[config.mk]
export PLATFORM = sky130hd
export DESIGN_NAME = smm_ctrl
export DESIGN_NICKNAME = d
export VERILOG_FILES = /design/src/smm_pkg.sv /design/src/smm_ctrl.sv
export SDC_FILE = /design/constraint.sdc
export NUM_CORES = 1
export LEC_CHECK = 0
export ABC_CLOCK_PERIOD_IN_PS = 2600
export BUFFER_PORTS_ARGS = -buffer_cell sky130_fd_sc_hd__buf_4
export CORE_AREA = 3 3 40 42
export CTS_CLUSTER_SIZE = 16
export DETAILED_ROUTE_END_ITERATION = 8
export DIE_AREA = 0 0 43 45
export GPL_TIMING_DRIVEN = 0
export HOLD_SLACK_MARGIN = 0.1
export SYNTH_ARGS = -nofsm -noshare
export SYNTH_HDL_FRONTEND = slang
export SYNTH_SLANG_ARGS = --single-unit
[constraint.sdc]
create_clock -name clk -period 2.6 [get_ports clk]
set_input_delay 0.39 -clock clk [delete_from_list [all_inputs] [get_ports clk]]
set_output_delay 0.39 -clock clk [all_outputs]
set_load 0.005 [all_outputs]
[src/smm_pkg.sv]
`timescale 1ns / 1ps
// ----------------------------------------------------------------------------
// smm_pkg: shared types and constants for the segment merge max sum unit
// Field widths of the stream and configuration ports, item kinds, controller
// states and the command/status bundles between controller and datapath.
// ----------------------------------------------------------------------------
package smm_pkg;

  // Fixed field widths on the ports
  localparam int POS_BITS      = 10;
  localparam int VALUE_IN_BITS = 32;
  localparam int SUM_OUT_BITS  = 42;
  localparam int LEN_OUT_BITS  = 11;
  localparam int ALEN_BITS     = 11;
  localparam int IN_DATA_BITS  = 48;
  localparam int OUT_DATA_BITS = 96;

  // Default sizing
  localparam int DEF_MAX_POSITIONS = 1024;
  localparam int DEF_VALUE_BITS    = 32;
  localparam int ALEN_RESET        = 1024;

  // Item kinds carried in the input tuser
  localparam logic CMD_CLEAR  = 1'b0;
  localparam logic CMD_INSERT = 1'b1;

  typedef enum logic [2:0] {
    S_CLEAR,
    S_IDLE,
    S_READ,
    S_SUM1,
    S_SUM2,
    S_WRL,
    S_WRR,
    S_DONE
  } state_t;

  // Controller to datapath
  typedef struct packed {
    logic load_in;
    logic clr_en;
    logic rd_en;
    logic sum1_en;
    logic sum2_en;
    logic wr_left;
    logic wr_right;
    logic load_out;
  } ctrl_cmd_t;

  // Datapath to controller
  typedef struct packed {
    logic clr_last;
    logic pos_err;
    logic out_free;
  } dp_stat_t;

endpackage

[src/smm_ctrl.sv]
`timescale 1ns / 1ps
// ----------------------------------------------------------------------------
// smm_ctrl: sequencing state machine
// Steps each item through clear sweep, neighbor read, two saturating adds,
// two endpoint writes and the result load.
// ----------------------------------------------------------------------------
module smm_ctrl (
  input  logic              clk,
  input  logic              rst,
  input  logic              s_axis_tvalid,
  output logic              s_axis_tready,
  input  logic              s_axis_tuser,
  input  smm_pkg::dp_stat_t stat,
  output smm_pkg::ctrl_cmd_t cmd
);

  smm_pkg::state_t state;
  smm_pkg::state_t state_next;

  // State register; reset starts the clearing sweep
  always_ff @(posedge clk) begin
    if (rst) begin
      state <= smm_pkg::S_CLEAR;
    end else begin
      state <= state_next;
    end
  end

  // Next state
  always_comb begin
    state_next = state;
    unique case (state)
      smm_pkg::S_CLEAR: begin
        if (stat.clr_last) state_next = smm_pkg::S_IDLE;
      end
      smm_pkg::S_IDLE: begin
        if (s_axis_tvalid) begin
          if (s_axis_tuser == smm_pkg::CMD_CLEAR) state_next = smm_pkg::S_CLEAR;
          else state_next = smm_pkg::S_READ;
        end
      end
      smm_pkg::S_READ: begin
        if (stat.pos_err) state_next = smm_pkg::S_DONE;
        else state_next = smm_pkg::S_SUM1;
      end
      smm_pkg::S_SUM1: state_next = smm_pkg::S_SUM2;
      smm_pkg::S_SUM2: state_next = smm_pkg::S_WRL;
      smm_pkg::S_WRL:  state_next = smm_pkg::S_WRR;
      smm_pkg::S_WRR:  state_next = smm_pkg::S_DONE;
      smm_pkg::S_DONE: begin
        if (stat.out_free) state_next = smm_pkg::S_IDLE;
      end
      default: state_next = smm_pkg::S_CLEAR;
    endcase
  end

  // Outputs
  always_comb begin
    cmd           = '0;
    s_axis_tready = 1'b0;
    unique case (state)
      smm_pkg::S_CLEAR: cmd.clr_en = 1'b1;
      smm_pkg::S_IDLE: begin
        s_axis_tready = 1'b1;
        cmd.load_in   = s_axis_tvalid;
      end
      smm_pkg::S_READ: cmd.rd_en    = 1'b1;
      smm_pkg::S_SUM1: cmd.sum1_en  = 1'b1;
      smm_pkg::S_SUM2: cmd.sum2_en  = 1'b1;
      smm_pkg::S_WRL:  cmd.wr_left  = 1'b1;
      smm_pkg::S_WRR:  cmd.wr_right = 1'b1;
      smm_pkg::S_DONE: cmd.load_out = stat.out_free;
      default: cmd = '0;
    endcase
  end

endmodule

# == After elaboration in Yosys (flattened, before gate mapping) ==
# Index checks and enable logic that the tools add are counted.
# totals
regBits,3
latch_bits,0
ram_bits,0
rom_bits,0
inputBits,7
out_inout_bits,9
n_memories,0
# op_classes
add_sub_neg,0
mul,0
div_mod_pow,0
order_cmp,0
eq_ne,10
shift,0
n_mux,15
bitwise,0
reduce_logical,2
# op_table
operator,count
$pmux 3 s8,1
$eq 3x3->1 const B,4
$mux 3,4
$mux 1,9
$eq 3x2->1 const B,2
$ne 2x2->1 const B,3
$eq 3x1->1 const B,1
$logic_not 3->1,1
$reduce_and 3->1,1
$mux 2,1

# == Logic depth before layout (Yosys ltp) ==
# Gate-level depths: netlist (run 1).
# logic_depth
word_depth,3
ltp_mapped,4
ltp_nobuf,3

# == Least setup slack after synthesis (run 1) ==
# Ideal clock, no wire load.
# synth_timing
path_type,reg2out
startpoint,register state[1]
endpoint,output port cmd[7] (netlist bit)
arrival_time_ns,0.834
t_required_ns,2.210
path_slack_ns,1.376
path_stages_with_launch,5
path_cell_list,dfxtp_1 -> buf_6 -> nand2b_1 -> nor2_2 -> and2_1
# synth_lines
element,line,text
"start, declared",smm_ctrl.sv:17,smm_pkg::state_t state;
"start signal, assigned",smm_ctrl.sv:23,state <= smm_pkg::S_CLEAR;
"start signal, assigned",smm_ctrl.sv:25,state <= state_next;
"end, declared",smm_ctrl.sv:14,output smm_pkg::ctrl_cmd_t cmd

==> run metrics, run 1 <==
Worst Max-Slew Pin Slew 0.296 ns; remaining global-route overflow 0; count of hold buffers inserted by post-cts repair 0; Top Registers state (3); capture point of the worst reg-to-reg path state[0]; part of the power in the clock network 0.445; max FFs per register 3; total placed cells including tap cells 58; peak ir drop on the vdd network 0.287 mV; Inserted Diodes 0; fraction of final layout cells with drive strength greater than 1 0.596; arrival time of data at the critical path endpoint 1.21 ns; main combinational cell family by area after synthesis simple AND/OR/NAND/NOR gates; total leakage power 0.173 nW; final period utilization 0.617; cell type with the largest total area after synthesis sky130_fd_sc_hd__dfxtp_1; setup repair after global routing missed its margin false; count of distinct cell types in the synthesized netlist 18; count of synthesis-stage warnings from yosys 0; area of all placed cells without fillers 402 µm²; portion of netlist area occupied by mux cells 0; type of element launching the critical path flop; Overall Global Routing Usage 0.0765; Clock Latency Late Sink 0.23 ns; WS Path Type reg -> out; slowest stage cell, crit path sky130_fd_sc_hd__dfxtp_1; storage element area 60.1 µm²; area taken by multi-input logic gates 158 µm²; per-instance average area after synthesis 8.71 µm²; io pins 16; drc violations 0; H-tree level count 1; number of input and output port buffers inserted 15; switching power summed over all nets 0.0497 mW; delay of the slowest cell on the worst path 0.48 ns; TritonCTS Buffers 3; post-synthesis xor/xnor area fraction 0; maximum clock path buffer count 2; Seq/Total Area, Yosys 0.246; Gate power share 0.260; post-synthesis register bit count 3; register with the highest flop count state; net total in the final layout 55; crit path capture cmd[7]; simple logic cell fraction of the synthesized area 0.410; worst setup path startpoint state[0]; share of the synthesized area in compound gates (AO/OA/AOI/OAI) 0.236; area added between synthesis and finish 64.6%; Hold Violations, Final 0; Site Rows 13; top-area cell type share of the netlist area 0.246; final hold slack 0.360 ns; Synth Cell Area 244 µm²; antenna viol nets, final 0; die boundary height 45 µm; largest net degree at the start of global routing 10; worst-path fanout max 8; clock period minus worst slack 1.60 ns; final routed wirelength across all metal layers 632 µm; post-synthesis net count 35; first-pass detailed-route iteration total 2; worst clock skew 0.000628 ns; vias per inst 4.24; adder-cell share of the synthesized area 0; clock net sink count 3; worst reg2reg setup slack 1.57 ns; initial antenna violation count 0; number of global-route vias before repair 260; Max-slew headroom 0.803; Total Die Area 1940 µm²; wire length of the first global-routing pass 1060 µm; core area 1280 µm²; Overall Power 0.182 mW; vias 263; sw frac 0.272; effective utilization at floorplan 0.190; ordered cell list for the critical path nand2b_1, nor2_2, and2_1, buf_4; Sequential Power Share 0.295; post-place instance area 375 µm²; outcome finished clean; startpoint of the most critical register-to-register path state[0]; library cell used as clock root buffer sky130_fd_sc_hd__clkbuf_4; max-slew violations 0; fillers 137; required time at the endpoint of the critical path 2.21 ns; cell depth of the worst flop-to-flop path 3; TritonCTS clock tree built; number of setup buffers added after CTS 0; sum of net half-perimeters after detailed placement 478 µm; weighted congestion reported at the end of routability-driven placement 0.674; Pint 0.133 mW; type of destination of the critical path output port; largest cells by area after synthesis sky130_fd_sc_hd__dfxtp_1 (25%), sky130_fd_sc_hd__a2111oi_4 (11%), sky130_fd_sc_hd__nor2_2 (7.7%), sky130_fd_sc_hd__nor2_1 (6.2%), sky130_fd_sc_hd__nor3b_1 (6.2%); count of routing violations after the opening detailed-route iteration 3; wire length per cell after detailed routing 10.2 µm; synthesized instance count 28; final setup fails 0; Worst Hold Class in -> reg; power density over the cells 454 nW/µm²; PostCTS Resize Cnt 0; clock-pin transition on the worst setup and hold timing paths 0.04 ns; die width 43 µm; total negative setup slack 0 ns; post-route insts no fill 62; # Max-Cap Violations 0; peak clock frequency supported by timing 623 MHz
## cell usage after synthesis
master	instances
sky130_fd_sc_hd__nand2_2	1
sky130_fd_sc_hd__buf_4	1
sky130_fd_sc_hd__and2_1	1
sky130_fd_sc_hd__a211oi_2	1
sky130_fd_sc_hd__nor3_2	1
sky130_fd_sc_hd__nor3_1	2
sky130_fd_sc_hd__nor2_1	4
sky130_fd_sc_hd__a2111oi_4	1
sky130_fd_sc_hd__nand2b_1	1
sky130_fd_sc_hd__nor3b_1	2
sky130_fd_sc_hd__nor4_2	1
sky130_fd_sc_hd__dfxtp_1	3
sky130_fd_sc_hd__buf_6	1
sky130_fd_sc_hd__a21oi_1	1
sky130_fd_sc_hd__nor2_2	3
sky130_fd_sc_hd__o21ai_1	1
sky130_fd_sc_hd__a211oi_1	1
sky130_fd_sc_hd__inv_1	2
## cells in the final DEF, fill, tap and decap left out
cell type and count:
sky130_fd_sc_hd__inv_1 2, sky130_fd_sc_hd__nor3_1 2, sky130_fd_sc_hd__nor3b_1 2, sky130_fd_sc_hd__nor4_2 1, sky130_fd_sc_hd__o21ai_1 1, sky130_fd_sc_hd__and2_1 1, sky130_fd_sc_hd__nor3_2 1, sky130_fd_sc_hd__nand2b_1 1
sky130_fd_sc_hd__a21oi_1 1, sky130_fd_sc_hd__nor2_2 3, sky130_fd_sc_hd__nor2_1 4, sky130_fd_sc_hd__clkbuf_1 1, sky130_fd_sc_hd__a211oi_2 1, sky130_fd_sc_hd__a211oi_1 1, sky130_fd_sc_hd__buf_4 16, sky130_fd_sc_hd__buf_6 1
sky130_fd_sc_hd__a2111oi_4 1, sky130_fd_sc_hd__dfxtp_1 3, sky130_fd_sc_hd__nand2_2 1, sky130_fd_sc_hd__clkbuf_4 3
## how the worst min path moves through the flow
stage / cells after the start / startpoint / slack [ns] / to
floorplan: 1 / rst / 0.45 / state[2]
global placement: 2 / rst / 0.60 / state[2]
detailed placement: 2 / rst / 0.60 / state[2]
CTS: 2 / rst / 0.35 / state[2]
global route: 2 / rst / 0.35 / state[2]
finish: 2 / rst / 0.36 / state[2]
## metrics by stage
stage               worst slack [ns]   util
CTS                            0.971  0.313
floorplan                       1.38      -
global placement                1.24  0.292
global route                   0.874  0.313
detailed placement              1.23  0.292
finish                         0.996  0.313
## area by class of cell
| type | instances | area share |
|---|---|---|
| tap | 15 | 0.0467 |
| timing repair buffer | 15 | 0.280 |
| clock buffer | 4 | 0.0654 |
| sequential | 3 | 0.150 |
| inverter | 2 | 0.0187 |
| multi-input combinational | 21 | 0.393 |
| buffer | 2 | 0.0467 |
## per-layer routing
metal,track usage,vias to the layer above,routed length (µm)
met1,0.0865,113,312
met2,0.111,14,248
li1,-,136,-
met5,0,-,0
met4,0.0181,0,0
met3,0.0637,0,71
## worst max-delay path: cells and delay by family, from the launching register on
kind | cells | cell delay, ns
buf+inv | 1 | 0.10
flops | 1 | 0.48
simple gates | 3 | 0.40
## power by group through the flow
stage / clock network, mW / registers, mW / logic (mW)
floorplan: 0 / 0.0536 / 0.0260
global placement: 0 / 0.0546 / 0.0471
detailed placement: 0 / 0.0547 / 0.0475
CTS: 0.0863 / 0.0540 / 0.0477
global route: 0.0944 / 0.0542 / 0.0517
finish: 0.0812 / 0.0538 / 0.0474
## cell families (layout without fill, tap and decap cells)
logic type,Yosys count,in the layout
AND/OR/NAND/NOR,16,16
AO/OA/AOI/OAI,5,5
buffers and inverters,4,23
flip-flops,3,3
(Power assumes the default switching activity.)
==> run 2, diff against run 1 <==
--- a/config.mk
+++ b/config.mk
@@ -5,7 +5,7 @@
 export SDC_FILE = /design/constraint.sdc
 export NUM_CORES = 1
 export LEC_CHECK = 0
-export ABC_CLOCK_PERIOD_IN_PS = 2600
+export ABC_CLOCK_PERIOD_IN_PS = 1500
 export BUFFER_PORTS_ARGS = -buffer_cell sky130_fd_sc_hd__buf_4
 export CORE_AREA = 3 3 40 42
 export CTS_CLUSTER_SIZE = 16
==> constraint.sdc (replaced) <==
create_clock -name clk -period 1.5 [get_ports clk]
set_input_delay 0.225 -clock clk [delete_from_list [all_inputs] [get_ports clk]]
set_output_delay 0.225 -clock clk [all_outputs]
set_load 0.005 [all_outputs]
==> run metrics, run 2 (same netlist as run 1, synthesis figures left out) <==
crit path capture cmd[0]; outcome finished clean; io pins 16 (unchanged); die width 43 µm (unchanged); remaining global-route overflow 0 (unchanged); Top Registers state (3); drc violations 0 (unchanged); storage element area 61.3 µm² (+2.1%); sum of net half-perimeters after detailed placement 478 µm (unchanged); most common cell after layout, fill and taps aside sky130_fd_sc_hd__buf_4; clock net sink count 3 (unchanged); cell depth of the worst flop-to-flop path 4 (+1); TritonCTS clock tree built; maximum clock path buffer count 2 (unchanged); power density over the cells 784 nW/µm² (+72%); crit path setup slack, layout 0.0905 ns (-0.905 ns); fraction of final layout cells with drive strength greater than 1 0.638 (+0.0426); Clock Latency Late Sink 0.23 ns (about the same); count of hold buffers inserted by post-cts repair 0 (unchanged); Setup WS pre-CTS 0.299 ns (-0.935 ns); final setup fails 0 (unchanged); worst setup path startpoint state[2]; max FFs per register 3 (unchanged); wire length of the first global-routing pass 1060 µm (unchanged); clock-pin transition on the worst setup and hold timing paths 0.04 ns (about the same); delay of the slowest cell on the worst path 0.30 ns (-0.18 ns); peak ir drop on the vdd network 0.498 mV (+73%); vias per inst 4.29 (+1.1%); wire length per cell after detailed routing 10.2 µm (+0.32%); Overall Global Routing Usage 0.0765 (unchanged); Site Rows 13 (unchanged); area of all placed cells without fillers 410 µm² (+2.2%); # Max-Cap Violations 0 (unchanged); PostCTS Resize Cnt 0 (unchanged); kind of cell with the highest combined delay on the critical path buffers and inverters; Buffers & Inverters on Critical Path 3 (+2); worst clock skew 0.000628 ns (unchanged); startpoint of the most critical register-to-register path state[2]; Overall Power 0.322 mW (+76%); weighted congestion reported at the end of routability-driven placement 0.674 (unchanged); H-tree level count 1 (unchanged); first-pass detailed-route iteration total 2 (unchanged); antenna viol nets, final 0 (unchanged); area added between synthesis and finish 68.2%; largest net degree at the start of global routing 10 (unchanged); leading cell types in the layout, fill and taps excluded sky130_fd_sc_hd__buf_4 (16), sky130_fd_sc_hd__nor2_1 (4), sky130_fd_sc_hd__nor2_2 (3), sky130_fd_sc_hd__clkbuf_4 (3); effective utilization at floorplan 0.190 (unchanged); clock period minus worst slack 1.41 ns; Worst Hold Class in -> reg; fillers 135 (-1.5%); net total in the final layout 55 (unchanged); number of setup buffers added after CTS 0 (unchanged); WS Path Type reg -> out; library cell used as clock root buffer sky130_fd_sc_hd__clkbuf_4; number of global-route vias before repair 260 (unchanged); total leakage power 0.174 nW (+0.48%); type of element launching the critical path flop; worst reg2reg setup slack 0.51 ns (-1.06 ns); Worst Max-Slew Pin Slew 0.268 ns (-0.0280 ns); register with the highest flop count state; die boundary height 45 µm (unchanged); type of destination of the critical path output port; number of stages on the worst setup path 4 (unchanged); final routed wirelength across all metal layers 634 µm (+0.32%); ordered cell list for the critical path buf_4, inv_1, nor3_2, buf_4; most repeated library cell on the critical path sky130_fd_sc_hd__buf_4; final period utilization 0.940; Inserted Diodes 0 (unchanged); capture point of the worst reg-to-reg path state[2]; count of routing violations after the opening detailed-route iteration 2 (-1); number of input and output port buffers inserted 15 (unchanged); total negative setup slack 0 ns (unchanged); Max-slew headroom 0.820 (+0.0178); area taken by multi-input logic gates 165 µm² (+4.8%); Finished Core Util 0.319 (+0.00682); setup repair after global routing missed its margin false; peak clock frequency supported by timing 709 MHz; post-place instance area 375 µm² (unchanged); core area 1280 µm² (unchanged); vias 266 (+1.1%); arrival time of data at the critical path endpoint 1.18 ns (-0.03 ns); TritonCTS Buffers 3 (unchanged); max-slew violations 0 (unchanged); Hold Violations, Final 0 (unchanged); initial antenna violation count 0 (unchanged); slowest stage cell, crit path sky130_fd_sc_hd__dfxtp_1; required time at the endpoint of the critical path 1.27 ns (-0.94 ns); Total Die Area 1940 µm² (unchanged); worst-path fanout max 9 (+1)
==> run 2: worst min-delay path by stage <==
| stage | startpoint | to | depth (start not counted) |
|---|---|---|---|
| detailed placement | rst | state[2] | 2 |
| floorplan | rst | state[2] | 1 |
| CTS | rst | state[2] | 2 |
| global route | rst | state[0] | 2 |
| finish | rst | state[2] | 2 |
| global placement | rst | state[2] | 2 |
==> run 2: power by group <==
group | switching, mW | internal, mW | leakage, nW
registers | 0.00924 | 0.0863 | 0.0248
clock network | 0.0412 | 0.0996 | 0.0150
logic | 0.0371 | 0.0481 | 0.134
==> run 2: final cells by class <==
cell class / instances / area share
Multi-Input combinational cell: 21 / 0.402
Timing Repair Buffer: 15 / 0.274
Sequential cell: 3 / 0.149
Clock buffer: 4 / 0.0640
Buffer: 2 / 0.0457
Tap cell: 15 / 0.0457
Inverter: 2 / 0.0183
==> run 2: per-stage QoR <==
stage / cells / hold slack [ns]
6_report: 62 / 0.196
3_3_place_gp: 58 / 0.433
2_1_floorplan: 28 / 0.290
5_1_grt: 62 / 0.182
4_1_cts: 62 / 0.187
3_5_place_dp: 58 / 0.433
==> run 2: metal layers <==
metal  part of all wire  track usage  wire length (µm)  vias up
met2               0.40        0.111               254       14
met4                  0       0.0181                 0        0
li1                   -            -                 -      136
met5                  0            0                 0        -
met3               0.11       0.0637                71        0
met1               0.49       0.0865               308      116
